==> src/hdl/msb_pkg.sv <==
// ----------------------------------------------------------------------------
// msb_pkg
// Shared types and constants for the multidrop serial bridge.
// ----------------------------------------------------------------------------
package msb_pkg;

  // Byte counts hold up to the largest supported buffer depth (63)
  localparam int CNT_W = 6;

  // Request commands
  localparam logic [1:0] CMD_HOST = 2'd0;
  localparam logic [1:0] CMD_DEV  = 2'd1;
  localparam logic [1:0] CMD_TICK = 2'd2;

  // Result destinations
  localparam logic [1:0] DEST_DEV    = 2'd0;
  localparam logic [1:0] DEST_HOST   = 2'd1;
  localparam logic [1:0] DEST_STATUS = 2'd2;

  // Register indexes
  localparam logic [1:0] REG_DEVICE_ID  = 2'd0;
  localparam logic [1:0] REG_END_MARKER = 2'd1;
  localparam logic [1:0] REG_IDLE_LIMIT = 2'd2;
  localparam logic [1:0] REG_LAMP_HOLD  = 2'd3;

  localparam int          PADDR_W      = 4;
  localparam logic [3:0]  RST_DEVICE_ID  = 4'd0;
  localparam logic [7:0]  RST_END_MARKER = 8'd88;
  localparam logic [7:0]  RST_IDLE_LIMIT = 8'd30;
  localparam logic [15:0] RST_LAMP_HOLD  = 16'd2000;

  typedef struct packed {
    logic [3:0]  device_id;
    logic [7:0]  end_marker;
    logic [7:0]  idle_limit;
    logic [15:0] lamp_hold;
  } cfg_t;

  // Controller to datapath
  typedef struct packed {
    logic accept;    // request taken this cycle
    logic fetch;     // pick next result: header or buffer read
    logic load_ram;  // buffer read data is valid, load output register
  } ctrl_cmd_t;

  // Datapath to controller
  typedef struct packed {
    logic run_start;   // the request on the input starts a result run
    logic hdr_pending; // next result comes without a buffer read
    logic last;        // output register holds the final result of the run
  } dp_stat_t;

endpackage

==> src/hdl/msb_ifs.sv <==
// ----------------------------------------------------------------------------
// msb_ifs
// Request and result channel interfaces of the multidrop serial bridge.
// ----------------------------------------------------------------------------
interface msb_in_if;
  logic       valid;
  logic       ready;
  logic [1:0] command;
  logic [7:0] data_in;

  modport source (output valid, command, data_in, input ready);
  modport sink   (input valid, command, data_in, output ready);
endinterface

interface msb_out_if;
  logic       valid;
  logic       ready;
  logic [1:0] dest;
  logic [7:0] data_out;
  logic       last;
  logic       lamp_rx;
  logic       lamp_tx;

  modport source (output valid, dest, data_out, last, lamp_rx, lamp_tx, input ready);
  modport sink   (input valid, dest, data_out, last, lamp_rx, lamp_tx, output ready);
endinterface

==> src/hdl/msb_ram.sv <==
// ----------------------------------------------------------------------------
// msb_ram
// Generic single-write, single-read RAM with registered read data.
// ----------------------------------------------------------------------------
module msb_ram #(
  parameter int WIDTH = 8,
  parameter int DEPTH = 32
) (
  input  logic                                       clk,
  input  logic                                       we,
  input  logic [((DEPTH > 1) ? $clog2(DEPTH) : 1)-1:0] waddr,
  input  logic [WIDTH-1:0]                           wdata,
  input  logic                                       re,
  input  logic [((DEPTH > 1) ? $clog2(DEPTH) : 1)-1:0] raddr,
  output logic [WIDTH-1:0]                           rdata
);

  logic [WIDTH-1:0] mem [DEPTH];

  always_ff @(posedge clk) begin
    if (we) begin
      mem[waddr] <= wdata;
    end
    if (re) begin
      rdata <= mem[raddr];
    end
  end

endmodule

==> src/hdl/msb_regs.sv <==
// ----------------------------------------------------------------------------
// msb_regs
// APB configuration registers: device id, end marker, idle limit, lamp hold.
// ----------------------------------------------------------------------------
module msb_regs (
  input  logic                        clk,
  input  logic                        rst,
  input  logic                        psel,
  input  logic                        penable,
  input  logic                        pwrite,
  input  logic [msb_pkg::PADDR_W-1:0] paddr,
  input  logic [31:0]                 pwdata,
  output logic [31:0]                 prdata,
  output logic                        pready,
  output msb_pkg::cfg_t               cfg
);

  logic       wr_en;
  logic [1:0] reg_idx;

  assign pready  = 1'b1;
  assign wr_en   = psel & penable & pwrite;
  assign reg_idx = paddr[3:2];

  always_ff @(posedge clk) begin
    if (rst) begin
      cfg.device_id  <= msb_pkg::RST_DEVICE_ID;
      cfg.end_marker <= msb_pkg::RST_END_MARKER;
      cfg.idle_limit <= msb_pkg::RST_IDLE_LIMIT;
      cfg.lamp_hold  <= msb_pkg::RST_LAMP_HOLD;
    end else if (wr_en) begin
      case (reg_idx)
        msb_pkg::REG_DEVICE_ID:  cfg.device_id  <= pwdata[3:0];
        msb_pkg::REG_END_MARKER: cfg.end_marker <= pwdata[7:0];
        msb_pkg::REG_IDLE_LIMIT: cfg.idle_limit <= pwdata[7:0];
        msb_pkg::REG_LAMP_HOLD:  cfg.lamp_hold  <= pwdata[15:0];
        default: ;
      endcase
    end
  end

  always_comb begin
    case (reg_idx)
      msb_pkg::REG_DEVICE_ID:  prdata = {28'd0, cfg.device_id};
      msb_pkg::REG_END_MARKER: prdata = {24'd0, cfg.end_marker};
      msb_pkg::REG_IDLE_LIMIT: prdata = {24'd0, cfg.idle_limit};
      msb_pkg::REG_LAMP_HOLD:  prdata = {16'd0, cfg.lamp_hold};
      default:                 prdata = 32'd0;
    endcase
  end

endmodule

==> src/hdl/msb_ctrl.sv <==
// ----------------------------------------------------------------------------
// msb_ctrl
// Sequencer: takes requests, then walks a result run one result at a time.
// ----------------------------------------------------------------------------
module msb_ctrl (
  input  logic                  clk,
  input  logic                  rst,
  input  logic                  in_valid,
  output logic                  in_ready,
  output logic                  out_valid,
  input  logic                  out_ready,
  input  msb_pkg::dp_stat_t     stat,
  output msb_pkg::ctrl_cmd_t    cmd
);

  localparam logic [1:0] S_IDLE  = 2'd0;
  localparam logic [1:0] S_FETCH = 2'd1;
  localparam logic [1:0] S_READ  = 2'd2;
  localparam logic [1:0] S_SEND  = 2'd3;

  logic [1:0] state;
  logic [1:0] state_next;

  assign in_ready     = (state == S_IDLE);
  assign out_valid    = (state == S_SEND);
  assign cmd.accept   = in_ready & in_valid;
  assign cmd.fetch    = (state == S_FETCH);
  assign cmd.load_ram = (state == S_READ);

  always_comb begin
    state_next = state;
    case (state)
      S_IDLE: begin
        if (cmd.accept && stat.run_start) state_next = S_FETCH;
      end
      S_FETCH: begin
        state_next = stat.hdr_pending ? S_SEND : S_READ;
      end
      S_READ: begin
        state_next = S_SEND;
      end
      S_SEND: begin
        if (out_ready) state_next = stat.last ? S_IDLE : S_FETCH;
      end
      default: state_next = S_IDLE;
    endcase
  end

  always_ff @(posedge clk) begin
    if (rst) begin
      state <= S_IDLE;
    end else begin
      state <= state_next;
    end
  end

endmodule

==> src/hdl/msb_dp.sv <==
// ----------------------------------------------------------------------------
// msb_dp
// Datapath: frame buffers, counters, lamp timers and the result register.
// ----------------------------------------------------------------------------
module msb_dp #(
  parameter int PAYLOAD_DEPTH = 32
) (
  input  logic                clk,
  input  logic                rst,
  input  msb_pkg::cfg_t       cfg,
  input  msb_pkg::ctrl_cmd_t  cmd,
  output msb_pkg::dp_stat_t   stat,
  input  logic [1:0]          command,
  input  logic [7:0]          data_in,
  output logic [1:0]          dest,
  output logic [7:0]          data_out,
  output logic                last,
  output logic                lamp_rx,
  output logic                lamp_tx
);

  localparam int AW = (PAYLOAD_DEPTH > 1) ? $clog2(PAYLOAD_DEPTH) : 1;
  localparam logic [msb_pkg::CNT_W-1:0] DEPTH_C = msb_pkg::CNT_W'(PAYLOAD_DEPTH);

  logic                      host_in_frame;
  logic [msb_pkg::CNT_W-1:0] host_count;
  logic [msb_pkg::CNT_W-1:0] dev_count;
  logic [7:0]                idle_ticks;
  logic [15:0]               rx_lamp_timer;
  logic [15:0]               tx_lamp_timer;

  // Run registers
  logic                      run_dev;
  logic                      hdr_pending;
  logic [1:0]                run_dest;
  logic [7:0]                hdr_byte;
  logic [msb_pkg::CNT_W-1:0] run_left;
  logic [msb_pkg::CNT_W-1:0] run_pos;

  logic                      is_host;
  logic                      is_dev;
  logic                      is_tick;
  logic                      id_match;
  logic                      host_room;
  logic                      dev_room;
  logic                      host_we;
  logic                      dev_we;
  logic                      frame_end;
  logic [msb_pkg::CNT_W-1:0] host_count_next;
  logic [8:0]                idle_next;
  logic                      flush;
  logic [7:0]                host_rdata;
  logic [7:0]                dev_rdata;

  assign is_host   = (command == msb_pkg::CMD_HOST);
  assign is_dev    = (command == msb_pkg::CMD_DEV);
  assign is_tick   = (command == msb_pkg::CMD_TICK);
  assign id_match  = (data_in == {4'd0, cfg.device_id});
  assign host_room = (host_count < DEPTH_C);
  assign dev_room  = (dev_count < DEPTH_C);
  assign host_we   = cmd.accept & is_host & host_in_frame & host_room;
  assign dev_we    = cmd.accept & is_dev & dev_room;
  assign frame_end = is_host & host_in_frame & (data_in == cfg.end_marker);
  assign host_count_next = host_room ? host_count + 1'b1 : host_count;
  assign idle_next = {1'b0, idle_ticks} + 9'd1;
  assign flush     = (dev_count != '0) & (idle_next > {1'b0, cfg.idle_limit});

  assign stat.run_start   = is_tick | (frame_end & (host_count_next != '0));
  assign stat.hdr_pending = hdr_pending;
  assign stat.last        = last;

  msb_ram #(.WIDTH(8), .DEPTH(PAYLOAD_DEPTH)) u_host_ram (
    .clk   (clk),
    .we    (host_we),
    .waddr (host_count[AW-1:0]),
    .wdata (data_in),
    .re    (cmd.fetch),
    .raddr (run_pos[AW-1:0]),
    .rdata (host_rdata)
  );

  msb_ram #(.WIDTH(8), .DEPTH(PAYLOAD_DEPTH)) u_dev_ram (
    .clk   (clk),
    .we    (dev_we),
    .waddr (dev_count[AW-1:0]),
    .wdata (data_in),
    .re    (cmd.fetch),
    .raddr (run_pos[AW-1:0]),
    .rdata (dev_rdata)
  );

  // Link state, counters and lamp timers
  always_ff @(posedge clk) begin
    if (rst) begin
      host_in_frame <= 1'b0;
      host_count    <= '0;
      dev_count     <= '0;
      idle_ticks    <= '0;
      rx_lamp_timer <= '0;
      tx_lamp_timer <= '0;
      lamp_rx       <= 1'b0;
      lamp_tx       <= 1'b0;
    end else if (cmd.accept) begin
      if (is_host) begin
        if (!host_in_frame) begin
          if (id_match) begin
            host_in_frame <= 1'b1;
            host_count    <= '0;
          end
        end else if (frame_end) begin
          host_in_frame <= 1'b0;
          host_count    <= '0;
          rx_lamp_timer <= cfg.lamp_hold;
        end else begin
          host_count <= host_count_next;
        end
      end else if (is_dev) begin
        if (dev_room) dev_count <= dev_count + 1'b1;
        idle_ticks <= '0;
      end else if (is_tick) begin
        lamp_rx <= (rx_lamp_timer != '0);
        lamp_tx <= (tx_lamp_timer != '0);
        if (rx_lamp_timer != '0) rx_lamp_timer <= rx_lamp_timer - 1'b1;
        if (flush) begin
          tx_lamp_timer <= cfg.lamp_hold;
          dev_count     <= '0;
          idle_ticks    <= '0;
        end else begin
          if (tx_lamp_timer != '0) tx_lamp_timer <= tx_lamp_timer - 1'b1;
          if (dev_count != '0) idle_ticks <= idle_next[7:0];
        end
      end
    end
  end

  // Run setup and result register
  always_ff @(posedge clk) begin
    if (rst) begin
      hdr_pending <= 1'b0;
      run_left    <= '0;
      run_pos     <= '0;
      run_dev     <= 1'b0;
      run_dest    <= msb_pkg::DEST_STATUS;
      hdr_byte    <= '0;
      last        <= 1'b0;
    end else if (cmd.accept) begin
      run_pos <= '0;
      if (is_tick) begin
        run_dev     <= 1'b1;
        hdr_pending <= 1'b1;
        run_dest    <= flush ? msb_pkg::DEST_HOST : msb_pkg::DEST_STATUS;
        hdr_byte    <= flush ? {4'd0, cfg.device_id} : 8'd0;
        run_left    <= flush ? dev_count : '0;
      end else begin
        run_dev     <= 1'b0;
        hdr_pending <= 1'b0;
        run_dest    <= msb_pkg::DEST_DEV;
        run_left    <= host_count_next;
      end
    end else if (cmd.fetch && hdr_pending) begin
      hdr_pending <= 1'b0;
      dest        <= run_dest;
      data_out    <= hdr_byte;
      last        <= (run_left == '0);
    end else if (cmd.load_ram) begin
      dest     <= run_dest;
      data_out <= run_dev ? dev_rdata : host_rdata;
      last     <= (run_left == 6'd1);
      run_left <= run_left - 1'b1;
      run_pos  <= run_pos + 1'b1;
    end
  end

endmodule

==> src/hdl/multidrop_serial_bridge_top.sv <==
// ----------------------------------------------------------------------------
// multidrop_serial_bridge_top
// Bridge between a multidrop host link and a device link.
// ----------------------------------------------------------------------------
// Requests arrive on in_ch: command 0 is a host link byte, 1 a device link
// byte, 2 a one millisecond tick. Results leave on out_ch with a destination,
// a byte, the two lamp latches and last on the final result of a run.
// in_ch is ready only while no run is out. A header or status result passes
// select and the output register; a buffered byte passes select, the buffer
// RAM read and the output register. A tick gives one status result or a
// flush of up to PAYLOAD_DEPTH+1 bytes; an end marker gives the buffered
// host frame. Device and host bytes without a frame end give no result and
// the next request is taken in the following cycle. A stall on out_ch holds
// the result and the sequencer in place. Reset clears counters, timers,
// lamps and registers to their defaults, but for the result byte and its
// destination; the frame buffers need no clearing, as only written entries
// are ever read. Registers are to be written over the APB port only while
// the block is idle; the block itself does not enforce this.
// ----------------------------------------------------------------------------
module multidrop_serial_bridge_top #(
  parameter int PAYLOAD_DEPTH = 32
) (
  input  logic                        clk,
  input  logic                        rst,
  msb_in_if.sink                      in_ch,
  msb_out_if.source                   out_ch,
  input  logic                        psel,
  input  logic                        penable,
  input  logic                        pwrite,
  input  logic [msb_pkg::PADDR_W-1:0] paddr,
  input  logic [31:0]                 pwdata,
  output logic [31:0]                 prdata,
  output logic                        pready
);

  msb_pkg::cfg_t      cfg;
  msb_pkg::ctrl_cmd_t cmd;
  msb_pkg::dp_stat_t  stat;

  msb_regs u_regs (
    .clk     (clk),
    .rst     (rst),
    .psel    (psel),
    .penable (penable),
    .pwrite  (pwrite),
    .paddr   (paddr),
    .pwdata  (pwdata),
    .prdata  (prdata),
    .pready  (pready),
    .cfg     (cfg)
  );

  msb_ctrl u_ctrl (
    .clk       (clk),
    .rst       (rst),
    .in_valid  (in_ch.valid),
    .in_ready  (in_ch.ready),
    .out_valid (out_ch.valid),
    .out_ready (out_ch.ready),
    .stat      (stat),
    .cmd       (cmd)
  );

  msb_dp #(.PAYLOAD_DEPTH(PAYLOAD_DEPTH)) u_dp (
    .clk      (clk),
    .rst      (rst),
    .cfg      (cfg),
    .cmd      (cmd),
    .stat     (stat),
    .command  (in_ch.command),
    .data_in  (in_ch.data_in),
    .dest     (out_ch.dest),
    .data_out (out_ch.data_out),
    .last     (out_ch.last),
    .lamp_rx  (out_ch.lamp_rx),
    .lamp_tx  (out_ch.lamp_tx)
  );

endmodule
==> src/flat_wrapper.sv <==
// flat-port wrapper written by rule: the top's interface ports become plain ports
module multidrop_serial_bridge_top_flat 
#(
  parameter int PAYLOAD_DEPTH = 32
)
  (clk, rst, psel, penable, pwrite, paddr, pwdata, prdata, pready, in_ch_valid, in_ch_command, in_ch_data_in, in_ch_ready, out_ch_valid, out_ch_dest, out_ch_data_out, out_ch_last, out_ch_lamp_rx, out_ch_lamp_tx, out_ch_ready);
  msb_in_if in_ch_i ();
  msb_out_if out_ch_i ();
  input  logic clk;
  input  logic rst;
  input  logic psel;
  input  logic penable;
  input  logic pwrite;
  input  logic [msb_pkg::PADDR_W-1:0] paddr;
  input  logic [31:0] pwdata;
  output logic [31:0] prdata;
  output logic pready;
  input wire logic [$bits(in_ch_i.valid)-1:0] in_ch_valid;
  input wire logic [$bits(in_ch_i.command)-1:0] in_ch_command;
  input wire logic [$bits(in_ch_i.data_in)-1:0] in_ch_data_in;
  output wire logic [$bits(in_ch_i.ready)-1:0] in_ch_ready;
  output wire logic [$bits(out_ch_i.valid)-1:0] out_ch_valid;
  output wire logic [$bits(out_ch_i.dest)-1:0] out_ch_dest;
  output wire logic [$bits(out_ch_i.data_out)-1:0] out_ch_data_out;
  output wire logic [$bits(out_ch_i.last)-1:0] out_ch_last;
  output wire logic [$bits(out_ch_i.lamp_rx)-1:0] out_ch_lamp_rx;
  output wire logic [$bits(out_ch_i.lamp_tx)-1:0] out_ch_lamp_tx;
  input wire logic [$bits(out_ch_i.ready)-1:0] out_ch_ready;
  assign in_ch_i.valid = in_ch_valid;
  assign in_ch_i.command = in_ch_command;
  assign in_ch_i.data_in = in_ch_data_in;
  assign in_ch_ready = in_ch_i.ready;
  assign out_ch_valid = out_ch_i.valid;
  assign out_ch_dest = out_ch_i.dest;
  assign out_ch_data_out = out_ch_i.data_out;
  assign out_ch_last = out_ch_i.last;
  assign out_ch_lamp_rx = out_ch_i.lamp_rx;
  assign out_ch_lamp_tx = out_ch_i.lamp_tx;
  assign out_ch_i.ready = out_ch_ready;
  multidrop_serial_bridge_top #(.PAYLOAD_DEPTH(PAYLOAD_DEPTH)) u_core (.clk(clk), .rst(rst), .in_ch(in_ch_i), .out_ch(out_ch_i), .psel(psel), .penable(penable), .pwrite(pwrite), .paddr(paddr), .pwdata(pwdata), .prdata(prdata), .pready(pready));
endmodule
==> config.mk <==
export PLATFORM = sky130hd
export DESIGN_NAME = multidrop_serial_bridge_top_flat
export DESIGN_NICKNAME = d
export VERILOG_FILES = /design/src/hdl/msb_pkg.sv /design/src/hdl/msb_ifs.sv /design/src/hdl/msb_ram.sv /design/src/hdl/msb_regs.sv /design/src/hdl/msb_ctrl.sv /design/src/hdl/msb_dp.sv /design/src/hdl/multidrop_serial_bridge_top.sv /design/src/flat_wrapper.sv
export SDC_FILE = /design/constraint.sdc
export NUM_CORES = 1
export LEC_CHECK = 0
export ABC_CLOCK_PERIOD_IN_PS = 7960
export BUFFER_PORTS_ARGS = -buffer_cell sky130_fd_sc_hd__clkbuf_2
export CAP_MARGIN = 20
export CORE_MARGIN = 4
export CORE_UTILIZATION = 43
export DETAILED_ROUTE_END_ITERATION = 7
export GPL_TIMING_DRIVEN = 0
export SYNTH_ARGS = -nofsm -noshare
export SYNTH_HDL_FRONTEND = slang
export SYNTH_SLANG_ARGS = --single-unit
==> constraint.sdc <==
create_clock -name clk -period 7.96 [get_ports clk]
set_input_delay 0.398 -clock clk [delete_from_list [all_inputs] [get_ports clk]]
set_output_delay 0.398 -clock clk [all_outputs]
set_load 0.01 [all_outputs]
==> impl_metrics.yaml, run 1 <==
synth:
  syn_inst: 1725
  syn_area_mm2: 0.0273
  synthTopCellsByArea: "edfxtp_1, mux4_2, dfxtp_1"
  synth_edf_count: 538
  synthFlopType: "edfxtp_1"
  ys_seq_area_frac: 0.675
  ys_warn_count: 0
  ys_types: 74
  avgSynthCellArea_um2: 15.8
  ys_seq_elements: 651
  synth_top_area_share: 0.592
  synth_top_area_cell: "edfxtp_1"
  synthArstFlopShare: 0
sta:
  skew_ps: 29.9
  finalWorstSetupSlack_ps: 4320
  rsz0062_at_grt: "no"
  max_slew.worst_pin.slew_ps: 1010
  fin_tns_setup_ps: 0
  hold_ws_ps: 28.5
  clock.fmax_mhz: 275
  final.min_clock_period_ps: 3640
  min_period_over_period: 0.457
  slew_viol_final: 0
  slew_headroom: 0.325
  finalSetupViolations: 0
  report.final.hold_viol_count: 0
floorplan:
  die_w_um: 260
  dieArea_mm2: 0.0675
  core_area_mm2: 0.0630
  rows: 92
  die_h_um: 260
  ios: 101
  initial_core_util: 0.433
hold_path:
  hold_path.class: "primary input to flip-flop"
grt:
  grt_pass1_wl_mm: 101
  grt_antenna_before_repair: 2
  overflow: 0
  grt_pass1_vias: 15746
  track_usage: 0.201
  grt_start_max_net_pins: 47
setup_path:
  startpoint_type: "flip-flop"
  crit_required_ps: 8480
  arrival_ps: 4160
  end_kind: "flip-flop"
  cp_max_fo: 10
  critical_path_class: "flip-flop to flip-flop"
placement:
  portBuffers: 63
  hpwl_mm: 47.1
  place_congestion: 0.904
  preCtsSetupSlack_ps: 4360
clock_network:
  cts_resized: 0
  insertion_delay_ps: 610
  cts-buffers-inserted: 70
  cts_buffer_depth: 3
  h-tree-depth: 3
  cts_tree: "yes"
  clock_sinks: 651
  root_buffer: "clkbuf_16"
  clk_pin_slew_ps: 60
  post-cts-setup-buffers: 0
detailed_routing:
  vias: 15791
  drtPass1Iterations: 6
  ant_nets: 0
  drt-initial-drc-count: 1401
  routed_wl_mm: 67.7
  via_per_inst: 5.67
  wl_per_cell_um: 24.3
  drc: 0
finish:
  syn_to_final_growth_pct: 14.3
  final_layout_size_suffix_gt1_frac: 0.214
  utilization: 0.495
  nNetsFinal: 1975
  num_antenna_cells: 0
job:
  maxCapViolCount: 0
power_and_ir_drop:
  p_leak_nw: 9.96
  vdd_drop_max_v: 0.000138
  power.total_w: 0.00735
  pwr_density_cell_mw_per_mm2: 236
status:
  status: "completed"
[registers in the layout, indices dropped and copies added, names as in the netlist, 2 cells and up]
name                          flops
u_core.u_dp.u_host_ram.rdata      8
u_core.u_dp.hdr_byte              4
u_core.u_dp.host_count            6
u_core.u_dp.data_out              8
u_core.u_dp.run_left              6
u_core.u_dp.dev_count             6
u_core.u_dp.u_dev_ram.mem       256
u_core.u_dp.u_host_ram.mem      256
u_core.u_dp.run_pos               5
u_core.u_dp.tx_lamp_timer        16
u_core.u_dp.rx_lamp_timer        16
u_core.u_dp.u_dev_ram.rdata       8
u_core.u_ctrl.state               2
u_core.u_dp.dest                  2
u_core.u_dp.idle_ticks            8
u_core.u_dp.run_dest              2
u_core.u_regs.cfg                36
[where the power goes]
group	switching (W)	leakage, nW	internal, W
Clock	0.00132	1.09	0.00183
Sequential	0.0000252	5.75	0.00372
Combinational	0.000291	3.11	0.000156
Total	0.00164	9.96	0.00571
[layer usage]
metal,vias up,wire length [um],global-route usage
met2,507,33600,0.335
met1,8136,28600,0.278
met5,-,13,0
met4,2,1520,0.0478
li1,7044,-,-
met3,102,4080,0.0356
[stage by stage]
stage,instances,cell area [um2]
global route,2787,31200
finish,2787,31200
CTS,2784,31100
floorplan,1740,27300
global placement,2649,28700
detailed placement,2660,28900
[layout make-up]
type	count	area, um2
Timing Repair Buffer	80	578
Buffer	115	528
Inverter	33	124
Clock inverter	31	305
Sequential cell	651	18400
Fill cell	5311	31800
Multi-Input combinational cell	941	8270
Tap cell	846	1060
Clock buffer	90	1910
[critical path, stage by stage (launching register included)]
cell      delay [ps]
dfxtp_1          470
nand3_1          210
or2_2            390
nor2_1           140
xor2_1           230
ha_1             290
nand3_1          100
a211oi_1          70
a21oi_1          540
and2_4           290
clkbuf_1         450
nand3_1          200
a31oi_1          180
[cells by family (layout without fill, tap and decap cells)]
group,after synthesis,count (layout),share of synthesized area
flip-flops,651,651,0.675
buffers and inverters,148,349,0.0239
other,2,17,0.000275
AND/OR/NAND/NOR,452,452,0.0783
adder cells (fa/ha/maj),30,30,0.0138
AO/OA/AOI/OAI,202,202,0.0460
multiplexers,208,208,0.152
XOR/XNOR,32,32,0.0103
[Yosys cell counts (all sizes together), types with 3 or more instances]
cell,n
dfxtp,113
o211ai,4
a2bb2oi,4
or3b,3
a311oi,4
o32ai,6
edfxtp,538
a31oi,23
buf,45
ha,30
xnor2,19
mux4,164
or4,5
a22o,5
nor2b,5
nor3b,5
nand2,140
nand2b,4
a21oi,70
nand3,44
a211oi,11
inv,32
xor2,13
o31ai,3
or2,16
a22oi,8
mux2i,27
and2,5
nand4,9
nor4,14
or3,8
clkbuf,70
nor3,25
mux2,17
nor2,136
and3,14
nand3b,10
a21o,3
o21ai,44
[final timing paths]
| kind | startpoint | to | slack [ps] | cells after the start |
|---|---|---|---|---|
| hold reg to reg | u_core.u_dp.run_dest[1]$_SDFFE_PP1P_ | u_core.u_dp.dest[1]$_DFFE_PP_ | 440 | 0 |
| setup / recovery | u_core.u_dp.idle_ticks[2]$_SDFFE_PP0P_ | u_core.u_dp.tx_lamp_timer[4]$_SDFFE_PP0P_ | 4320 | 12 |
| hold / removal | pwdata[14] | u_core.u_regs.cfg[14]$_SDFFE_PP0P_ | 30 | 3 |
| setup reg to reg | u_core.u_dp.idle_ticks[2]$_SDFFE_PP0P_ | u_core.u_dp.tx_lamp_timer[4]$_SDFFE_PP0P_ | 4320 | 12 |
[cells in the final DEF, fill, tap and decap left out, types with 27 or more instances in the layout]
| cell | Yosys | layout |
|---|---|---|
| clkbuf_16 | 0 | 72 |
| inv_1 | 32 | 32 |
| nor2_1 | 136 | 136 |
| nand3_1 | 44 | 44 |
| clkbuf_2 | 0 | 63 |
| a21oi_1 | 70 | 70 |
| mux4_2 | 164 | 164 |
| mux2i_1 | 27 | 27 |
| nand2_1 | 140 | 140 |
| edfxtp_1 | 538 | 538 |
| ha_1 | 30 | 30 |
| dfxtp_1 | 113 | 113 |
| o21ai_0 | 44 | 44 |
| clkbuf_1 | 70 | 84 |
[what timing repair did]
item / CTS / global route
hold endpoints to repair: 3 / 0
hold buffers: 3 / 0
setup endpoints to repair: 0 / 0
Note: power is estimated with default switching activity, not from simulation.
==> run 2, diff against run 1 <==
--- a/config.mk
+++ b/config.mk
@@ -5,7 +5,8 @@
 export SDC_FILE = /design/constraint.sdc
 export NUM_CORES = 1
 export LEC_CHECK = 0
-export ABC_CLOCK_PERIOD_IN_PS = 7960
+export ABC_AREA = 1
+export ABC_CLOCK_PERIOD_IN_PS = 3500
 export BUFFER_PORTS_ARGS = -buffer_cell sky130_fd_sc_hd__clkbuf_2
 export CAP_MARGIN = 20
 export CORE_MARGIN = 4
==> constraint.sdc (replaced) <==
create_clock -name clk -period 3.5 [get_ports clk]
set_input_delay 0.175 -clock clk [delete_from_list [all_inputs] [get_ports clk]]
set_output_delay 0.175 -clock clk [all_outputs]
set_load 0.01 [all_outputs]
==> impl_metrics.yaml, run 2 <==
setup_path:
  cp_max_fo: 8
  critical_path_class: "flip-flop to flip-flop"
  critical_path.most_common_cell: "nor2_1"
  cpPeakStageDelay_ps: 1080
  crit_path_cell_trace: "inv_1, ha_1, nand2_2, nor2_1, nand4_1, nor2_1"
  slowest_stage: "nor2_1"
  crit_required_ps: 3730
  end_kind: "flip-flop"
  arrival_ps: 3700
  startpoint_type: "flip-flop"
synth:
  ys_seq_elements: 651
  synth_top_area_cell: "edfxtp_1"
  syn_area_mm2: 0.0281
  syn_inst: 2699
  synth_edf_count: 538
  synth_most_common_cell: "edfxtp_1"
  ys_seq_area_frac: 0.655
  synthFlopType: "edfxtp_1"
  synth_commonest_cells: "edfxtp_1, nor2_1, nand2_1"
  ys_types: 46
  ys_warn_count: 0
  avgSynthCellArea_um2: 10.4
  synthArstFlopShare: 0
  synthTopCellsByArea: "edfxtp_1, dfxtp_1, nor2_1"
  synth_top_area_share: 0.575
finish:
  reg.largest.list: "u_core.u_dp.u_dev_ram.mem: 256 flops, u_core.u_dp.u_host_ram.mem: 256 flops, u_core.u_regs.cfg: 36 flops"
  nNetsFinal: 2957
  fillCellCount: 5864
  final_cell_mix: "edfxtp_1, nor2_1, nand2_1, o21ai_0, inv_1"
  design_area_mm2: 0.0323
  final_common_cell: "edfxtp_1"
  syn_to_final_growth_pct: 14.8
  final_layout_size_suffix_gt1_frac: 0.0938
  num_antenna_cells: 0
clock_network:
  root_buffer: "clkbuf_16"
  h-tree-depth: 3
  clk_pin_slew_ps: 60
  insertion_delay_ps: 630
  cts_buffer_depth: 3
  clock_sinks: 651
  cts-buffers-inserted: 74
  cts_tree: "yes"
power_and_ir_drop:
  power.total_w: 0.0208
  comb_power_share: 0.199
  intPower_w: 0.0143
  swShare: 0.311
  clkPwrFrac: 0.382
  pwr_density_cell_mw_per_mm2: 644
  p_leak_nw: 11.6
  seq_power_share: 0.419
  p_sw_w: 0.00646
  vdd_drop_max_v: 0.000432
floorplan:
  rows: 93
  dieArea_mm2: 0.0695
  core_area_mm2: 0.0646
  die_h_um: 264
  die_w_um: 264
  initial_core_util: 0.435
  ios: 101
detailed_routing:
  via_per_inst: 5.65
  drc: 0
  drt-initial-drc-count: 2405
  ant_nets: 0
  drtPass1Iterations: 6
  routed_wl_mm: 89.9
  vias: 21414
  wl_per_cell_um: 23.7
sta:
  max_slew.worst_pin.slew_ps: 1080
  hold_ws_ps: 37.9
  rsz0062_at_grt: "yes"
  clock.fmax_mhz: 288
  final.min_clock_period_ps: 3470
  fin_tns_setup_ps: 0
  finalSetupViolations: 0
  report.final.hold_viol_count: 0
  finalWorstSetupSlack_ps: 28.0
  slew_headroom: 0.276
  skew_ps: 24.4
  min_period_over_period: 0.992
  slew_viol_final: 0
grt:
  track_usage: 0.249
  grt_pass1_wl_mm: 130
  grt_start_max_net_pins: 68
  overflow: 0
  grt_antenna_before_repair: 1
  grt_pass1_vias: 20186
job:
  maxCapViolCount: 0
placement:
  hpwl_mm: 61.4
  preCtsSetupSlack_ps: -244
  placed_area_mm2: 0.0296
  place_congestion: 1.01
  portBuffers: 65
hold_path:
  hold_path.class: "primary input to flip-flop"
status:
  status: "completed"
-- run 2: path summary, 6_finish.rpt --
check | slack, ps | cells past startpoint | to | startpoint
worst min register to register | 470 | 2 | u_core.u_dp.hdr_byte[0]$_SDFFE_PP0P_ | u_core.u_dp.hdr_byte[0]$_SDFFE_PP0P_
worst max register to register | 30 | 6 | u_core.u_dp.u_host_ram.mem[19][3]$_DFFE_PP_ | u_core.u_ctrl.state[0]$_SDFFE_PP0P_
worst min-delay path | 40 | 5 | u_core.u_ctrl.state[1]$_SDFFE_PP0P_ | in_ch_valid
worst max-delay path | 30 | 6 | u_core.u_dp.u_host_ram.mem[19][3]$_DFFE_PP_ | u_core.u_ctrl.state[0]$_SDFFE_PP0P_
-- run 2: power by group through the flow --
stage	logic, W	registers (W)	clock network (W)
after global routing	0.00438	0.00871	0.00833
after global placement	0.00394	0.00886	0
final	0.00413	0.00870	0.00793
after floorplan	0.00222	0.00884	0
after detailed placement	0.00398	0.00886	0
after CTS	0.00401	0.00870	0.00800
-- run 2: critical path: cells and delay by family, from the launching register on --
family / cells / cell delay, ps
flops: 1 / 340
simple gates: 4 / 2420
fa+ha+maj: 1 / 220
buf+inv: 1 / 90
-- run 2: layout make-up --
type                            count  area (um2)  area share
Buffer                            157         756      0.0234
Clock buffer                       90        1930      0.0599
Clock inverter                     45         549      0.0170
Inverter                          159         599      0.0186
Multi-Input combinational cell   1747        8380       0.260
Sequential cell                   651       18400       0.571
Tap cell                          855        1070      0.0332
Timing Repair Buffer               84         551      0.0171
-- run 2: logic make-up (layout without fill, tap and decap cells) --
kind of cell,count (synthesis),after routing,share of synthesized area
and+or+nand+nor,1058,1058,0.153
DFF,651,651,0.655
AOI/OAI and AO/OA,621,621,0.123
buffers and inverters,316,535,0.0482
adders and majority gates,30,30,0.0134
xor gates and xnor gates,21,21,0.00655
other,2,17,0.000267
-- run 2: metrics by stage --
step | std cells | utilization
after floorplan | 2714 | -
after global placement | 3634 | 0.458
after detailed placement | 3636 | 0.458
after CTS | 3788 | 0.500
after global routing | 3788 | 0.500
final | 3788 | 0.500
-- run 2: repair_timing --
action,in CTS,in global routing
resized for setup,0,0
hold buffers,17,0
hold endpoints to repair,38,0
setup endpoints to repair,0,24
buffers inserted,0,0
-- run 2: routing by layer --
layer	global-route usage	vias up	share of wire	routed length [um]
met5	0	-	0.00014	13
met4	0.0784	2	0.033	2940
met3	0.0496	165	0.088	7930
met1	0.346	10469	0.42	37400
met2	0.398	1007	0.46	41600
li1	-	9771	-	-
